`config.mk`:
```
export PLATFORM = sky130hd
export DESIGN_NAME = mpf_front
export DESIGN_NICKNAME = d
export VERILOG_FILES = /design/src/mpf_pkg.sv /design/src/mpf_fifo.sv /design/src/mpf_front.sv
export SDC_FILE = /design/constraint.sdc
export NUM_CORES = 1
export LEC_CHECK = 0
export BUFFER_PORTS_ARGS = -buffer_cell sky130_fd_sc_hd__clkbuf_2
export CAP_MARGIN = 20
export CORE_ASPECT_RATIO = 1.2
export CORE_UTILIZATION = 35
export CTS_CLUSTER_DIAMETER = 200
export DETAILED_ROUTE_END_ITERATION = 8
export PLACE_DENSITY = 0.52
export SKIP_LAST_GASP = 1
export SYNTH_ARGS = -nofsm -noshare
export SYNTH_HDL_FRONTEND = slang
export SYNTH_HIERARCHICAL = 1
export SYNTH_SLANG_ARGS = --single-unit
```
`constraint.sdc`:
```
create_clock -name clk_i -period 3.6 [get_ports clk_i]
set_clock_uncertainty 0.1 [all_clocks]
set_input_delay 0 -clock clk_i [delete_from_list [all_inputs] [get_ports clk_i]]
set_output_delay 0 -clock clk_i [all_outputs]
set_load 0.05 [all_outputs]
```
`src/mpf_pkg.sv`:
```
// ----------------------------------------------------------------------------
// mpf_pkg
// Shared types and constants of the monochrome page framebuffer.
// ----------------------------------------------------------------------------
`default_nettype none

package mpf_pkg;

  // default panel geometry
  localparam int unsigned COLUMNS_DEF = 128;
  localparam int unsigned PAGES_DEF   = 8;

  // depth of the command queue between front and back
  localparam int unsigned QUEUE_DEPTH = 2;

  // widest coordinates carried in a queued command
  localparam int unsigned XW = 8;
  localparam int unsigned YQ = 6;

  // refresh stream command bytes
  localparam logic [7:0] CMD_PAGE_BASE = 8'hB0;
  localparam logic [7:0] CMD_COL_LO    = 8'h00;
  localparam logic [7:0] CMD_COL_HI    = 8'h10;

  // item kinds on the command port
  typedef enum logic [1:0] {
    KIND_POINT = 2'd0,
    KIND_FILL  = 2'd1,
    KIND_CLEAR = 2'd2,
    KIND_PULL  = 2'd3
  } kind_e;

  // operations carried out by the back end
  typedef enum logic [1:0] {
    OP_RECT,
    OP_CLEAR,
    OP_PULL
  } op_e;

  // back end states
  typedef enum logic [2:0] {
    BK_IDLE,
    BK_CLEAR,
    BK_RECT_RD,
    BK_RECT_WR,
    BK_PULL_RD,
    BK_PULL_OUT
  } bk_state_e;

  // one queued command, rectangle already clipped and non-empty
  typedef struct packed {
    op_e             op;
    logic [XW-1:0]   x_lo;
    logic [XW-1:0]   x_hi;
    logic [YQ-1:0]   y_lo;
    logic [YQ-1:0]   y_hi;
    logic            on;
    logic [7:0]      fill;
  } cmd_t;

endpackage

`default_nettype wire

```
`src/mpf_fifo.sv`:
```
// ----------------------------------------------------------------------------
// mpf_fifo
// Short command queue between the front and back ends.
// ----------------------------------------------------------------------------
`default_nettype none

module mpf_fifo #(
  parameter int unsigned Depth = mpf_pkg::QUEUE_DEPTH
) (
  input  wire logic          clk_i,
  input  wire logic          rst_ni,
  input  wire logic          push_i,
  input  wire mpf_pkg::cmd_t wdata_i,
  input  wire logic          pop_i,
  output mpf_pkg::cmd_t      rdata_o,
  output logic               full_o,
  output logic               empty_o
);
  import mpf_pkg::*;

  localparam int unsigned PtrW = (Depth > 1) ? $clog2(Depth) : 1;
  localparam int unsigned CntW = $clog2(Depth + 1);

  cmd_t            slot_q [Depth];
  logic [PtrW-1:0] wr_ptr_q, wr_ptr_d;
  logic [PtrW-1:0] rd_ptr_q, rd_ptr_d;
  logic [CntW-1:0] count_q, count_d;
  logic            do_push, do_pop;

  assign full_o  = (count_q == CntW'(Depth));
  assign empty_o = (count_q == '0);
  assign do_push = push_i && !full_o;
  assign do_pop  = pop_i && !empty_o;
  assign rdata_o = slot_q[rd_ptr_q];

  always_comb begin
    wr_ptr_d = wr_ptr_q;
    rd_ptr_d = rd_ptr_q;
    count_d  = count_q;
    if (do_push) begin
      wr_ptr_d = (wr_ptr_q == PtrW'(Depth - 1)) ? '0 : wr_ptr_q + 1'b1;
    end
    if (do_pop) begin
      rd_ptr_d = (rd_ptr_q == PtrW'(Depth - 1)) ? '0 : rd_ptr_q + 1'b1;
    end
    if (do_push && !do_pop) begin
      count_d = count_q + 1'b1;
    end else if (do_pop && !do_push) begin
      count_d = count_q - 1'b1;
    end
  end

  always_ff @(posedge clk_i or negedge rst_ni) begin
    if (!rst_ni) begin
      wr_ptr_q <= '0;
      rd_ptr_q <= '0;
      count_q  <= '0;
    end else begin
      wr_ptr_q <= wr_ptr_d;
      rd_ptr_q <= rd_ptr_d;
      count_q  <= count_d;
    end
  end

  always_ff @(posedge clk_i) begin
    if (do_push) begin
      slot_q[wr_ptr_q] <= wdata_i;
    end
  end

endmodule

`default_nettype wire

```
`src/mpf_front.sv`:
```
// ----------------------------------------------------------------------------
// mpf_front
// Accepts items, clips and classifies them, and queues them for the back end.
// ----------------------------------------------------------------------------
`default_nettype none

module mpf_front #(
  parameter int unsigned Columns = mpf_pkg::COLUMNS_DEF,
  parameter int unsigned Pages   = mpf_pkg::PAGES_DEF
) (
  input  wire logic          clk_i,
  input  wire logic          rst_ni,
  input  wire logic          start,
  output logic               busy,
  input  wire logic [1:0]    kind_i,
  input  wire logic [7:0]    x_first_i,
  input  wire logic [7:0]    y_first_i,
  input  wire logic [7:0]    x_second_i,
  input  wire logic [7:0]    y_second_i,
  input  wire logic [7:0]    value_i,
  input  wire logic          init_i,
  input  wire logic          pop_i,
  output mpf_pkg::cmd_t      head_o,
  output logic               empty_o
);
  import mpf_pkg::*;

  localparam logic [7:0] XMax = 8'(Columns - 1);
  localparam logic [7:0] YMax = 8'(Pages * 8 - 1);

  cmd_t       cmd;
  logic       keep;
  logic       full;
  logic       push;
  logic [7:0] x_hi_clip, y_hi_clip;

  assign x_hi_clip = (x_second_i > XMax) ? XMax : x_second_i;
  assign y_hi_clip = (y_second_i > YMax) ? YMax : y_second_i;

  // a point is a one-pixel rectangle; empty rectangles are dropped here
  always_comb begin
    cmd      = '0;
    cmd.on   = |value_i;
    cmd.fill = value_i;
    keep     = 1'b1;
    case (kind_i)
      KIND_POINT: begin
        cmd.op   = OP_RECT;
        cmd.x_lo = x_first_i;
        cmd.x_hi = x_first_i;
        cmd.y_lo = YQ'(y_first_i);
        cmd.y_hi = YQ'(y_first_i);
        keep     = (x_first_i <= XMax) && (y_first_i <= YMax);
      end
      KIND_FILL: begin
        cmd.op   = OP_RECT;
        cmd.x_lo = x_first_i;
        cmd.x_hi = x_hi_clip;
        cmd.y_lo = YQ'(y_first_i);
        cmd.y_hi = YQ'(y_hi_clip);
        keep     = (x_first_i <= x_hi_clip) && (y_first_i <= y_hi_clip);
      end
      KIND_CLEAR: begin
        cmd.op = OP_CLEAR;
      end
      default: begin
        cmd.op = OP_PULL;
      end
    endcase
  end

  assign busy = full || init_i;
  assign push = start && !busy && keep;

  mpf_fifo #(
    .Depth(QUEUE_DEPTH)
  ) u_fifo (
    .clk_i  (clk_i),
    .rst_ni (rst_ni),
    .push_i (push),
    .wdata_i(cmd),
    .pop_i  (pop_i),
    .rdata_o(head_o),
    .full_o (full),
    .empty_o(empty_o)
  );

endmodule

`default_nettype wire

```
==> flow_metrics.env <==
export IMPL_status="completed"
export IMPL_cp_cell_sequence="dlygate4sd3_1 > clkbuf_2 > ha_1 > a21oi_1 > nand2_1 > a21oi_1 > a21oi_1 > nor4_2 > nand2_1 > nor2_4 > buf_12"
export IMPL_hold_viol=0
export IMPL_grt_use_total_pct=14.2
export IMPL_ys_seq_area_share_pct=65.0
export IMPL_grt_pass1_wl_um=12000
export IMPL_synth_area_per_cell_um2=14.7
export IMPL_yosys_register_bits=82
export IMPL_dp_hpwl_um=5280
export IMPL_die_area_um2=11200
export IMPL_drtPass1Iterations=4
export IMPL_root_buffer="clkbuf_16"
export IMPL_drt_total_wl_um=7580
export IMPL_grt_pass1_vias=2412
export IMPL_route_detailed_drc=0
export IMPL_grt_max_degree=41
export IMPL_clock_latency_ps=330
export IMPL_cp_end_kind="flip-flop"
export IMPL_antenna_found_initial=0
export IMPL_drive_above_1_share_pct=38.9
export IMPL_area_growth_pct=30.0
export IMPL_vias_per_cell=4.83
export IMPL_port_buffers=87
export IMPL_slowest_stage="dlygate4sd3_1"
export IMPL_core_area_um2=10500
export IMPL_syn_area_um2=3760
export IMPL_worst_ep_arrival_time_ps=2620
export IMPL_fillers=1002
export IMPL_maxCapViolations=0
export IMPL_clockBufferDepth=2
export IMPL_die_h_um=116
export IMPL_startpoint_type="input port"
export IMPL_rows=41
export IMPL_peakVddDrop_uv=465
export IMPL_period_share_pct=74.5
export IMPL_grt_overflow=0
export IMPL_ant_nets=0
export IMPL_yosysTopAreaCellShare_pct=62.3
export IMPL_pre_cts_slack_ps=703
export IMPL_tightest_slew_ps=972
export IMPL_vias=2435
export IMPL_async_flop_share_pct=4.88
export IMPL_power_density_nw_per_um2=696
export IMPL_drv_slew=0
export IMPL_yosysTopAreaCell="edfxtp_1"
export IMPL_fmax_mhz=373
export IMPL_cts_resized=0
export IMPL_rsz0062_at_grt="false"
export IMPL_cts_tree="built"
export IMPL_leakagePower_nw=1.92
export IMPL_nets=435
export IMPL_drt_initial_drc_count=68
export IMPL_slowest_delay_ps=540
export IMPL_diodes=0
export IMPL_netlist_instances=255
export IMPL_synth_edf_count=78
export IMPL_place_congestion=0.760
export IMPL_cpMostUsedCell="a21oi_1"
export IMPL_cts_sinks=82
export IMPL_hold_path_class="input port to flip-flop"
export IMPL_maxSlewHeadroom_pct=35.2
export IMPL_die_w_um=96.6
export IMPL_fin_crit_ps=2680
export IMPL_ys_warn_count=6
export IMPL_critical_path_peak_fanout=22
export IMPL_synth_most_common_cell="edfxtp_1"
export IMPL_final_core_util_pct=46.7
export IMPL_cts_setup_buffers=0
export IMPL_crit_type="input port to flip-flop"
export IMPL_setup_violations=0
export IMPL_worst_ep_required_time_ps=3530
export IMPL_wire_per_inst_um=15.0
export IMPL_clk_pin_slew_ps=50
export IMPL_cts_buffers_inserted=9
export IMPL_final_setup_worst_slack_ps=918
export IMPL_pin_count=88
export IMPL_start_util_pct=35.9
export IMPL_synth_cell_types=32
export IMPL_ys_flop_type="edfxtp_1"
export IMPL_finalSetupTns_ps=0
export IMPL_htreeDepth=3
export IMPL_synthTopCellsByCount="78 x edfxtp_1, 39 x mux2_2, 30 x nor2_1, 17 x ha_1, 17 x nor2b_1"
export IMPL_synth_area_leaders="edfxtp_1 62%, mux2_2 12%, ha_1 5.7%"
## cells by family after synthesis
kind of cell / Yosys count / share of synthesized area (%)
muxes: 41 / 12.2
xor gates and xnor gates: 5 / 1.16
AOI/OAI and AO/OA: 27 / 4.76
buffers and inverters: 15 / 2.20
DFF: 82 / 65.0
other: 1 / 0.0997
adders and majority gates: 17 / 5.66
and+or+nand+nor: 67 / 8.95
## cells in the final DEF (no fill, tap or decap), types with 3 or more instances in the layout
master         instances
a21oi_1                7
nand4_1                4
inv_1                  5
mux2_2                39
edfxtp_1              78
conb_1                 3
nand2_1                4
dlygate4sd3_1         23
nor2b_1               17
xnor2_1                3
a211oi_1              12
nor2_1                29
dfrtp_1                3
ha_1                  17
clkbuf_2              87
clkbuf_16              9
## critical path, delay by kind of cell
kind                     cells  cell delay (ps)
buffers and inverters        3              920
AND/OR/NAND/NOR              4              890
AO/OA/AOI/OAI                3              460
adder cells (fa/ha/maj)      1              320
## state kept, by name, summed over array words and instances (netlist names)
register and cells:
u_fifo/count_q 2, u_fifo/wr_ptr_q 1, u_fifo/rd_ptr_q 1, u_fifo/slot_q 78
## through the flow
| step | hold slack, ps | instances | area [µm²] | power [mW] |
|---|---|---|---|---|
| floorplan | -396 | 257 | 3770 | 2.23 |
| global placement | -280 | 466 | 4360 | 2.49 |
| detailed placement | -276 | 466 | 4360 | 2.49 |
| CTS | 2.39 | 504 | 4890 | 3.44 |
| global route | 6.59 | 504 | 4890 | 3.55 |
| finish | 16.7 | 504 | 4890 | 3.40 |
## worst paths after layout
path,startpoint,endpoint,slack [ps],cells past startpoint
worst max register to register,u_fifo/count_q[0],u_fifo/slot_q[0][38],1090,8
max in group asynchronous,rst_ni,u_fifo/rd_ptr_q,2720,3
min in group asynchronous,rst_ni,u_fifo/wr_ptr_q,470,3
worst min register to register,u_fifo/count_q[1],u_fifo/count_q[1],440,1
worst max-delay path,x_first_i[6],u_fifo/slot_q[0][38],920,11
worst min-delay path,y_first_i[2],u_fifo/slot_q[0][17],20,2
## power by group
part	total, mW	internal, mW	switching (mW)
logic	1.18	0.383	0.801
registers	1.29	1.16	0.133
clock network	0.925	0.599	0.326
## area by class of cell
cell class	instances	area [µm²]	area share [%]
Tap cell	129	161	3.30
Sequential cell	82	2440	50.0
Inverter	5	18.8	0.384
Clock buffer	11	233	4.76
Timing Repair Buffer	113	713	14.6
Multi-Input combinational cell	160	1250	25.6
Clock inverter	4	67.6	1.38
## routing by layer
layer  routed length, µm  GRT usage (%)  vias to the layer above
li1                    -              -                     1196
met1                3330           17.0                     1164
met2                3710           24.4                       61
met3                 370           3.20                       14
met4                 168           7.26                        0
met5                   0              0                        -
## what timing repair did
action                                  4_1_cts  5_1_grt
hold buffers                                 23        0
endpoints found under the setup margin        0        0
hold endpoints to repair                     61        0
(Power assumes the default switching activity.)
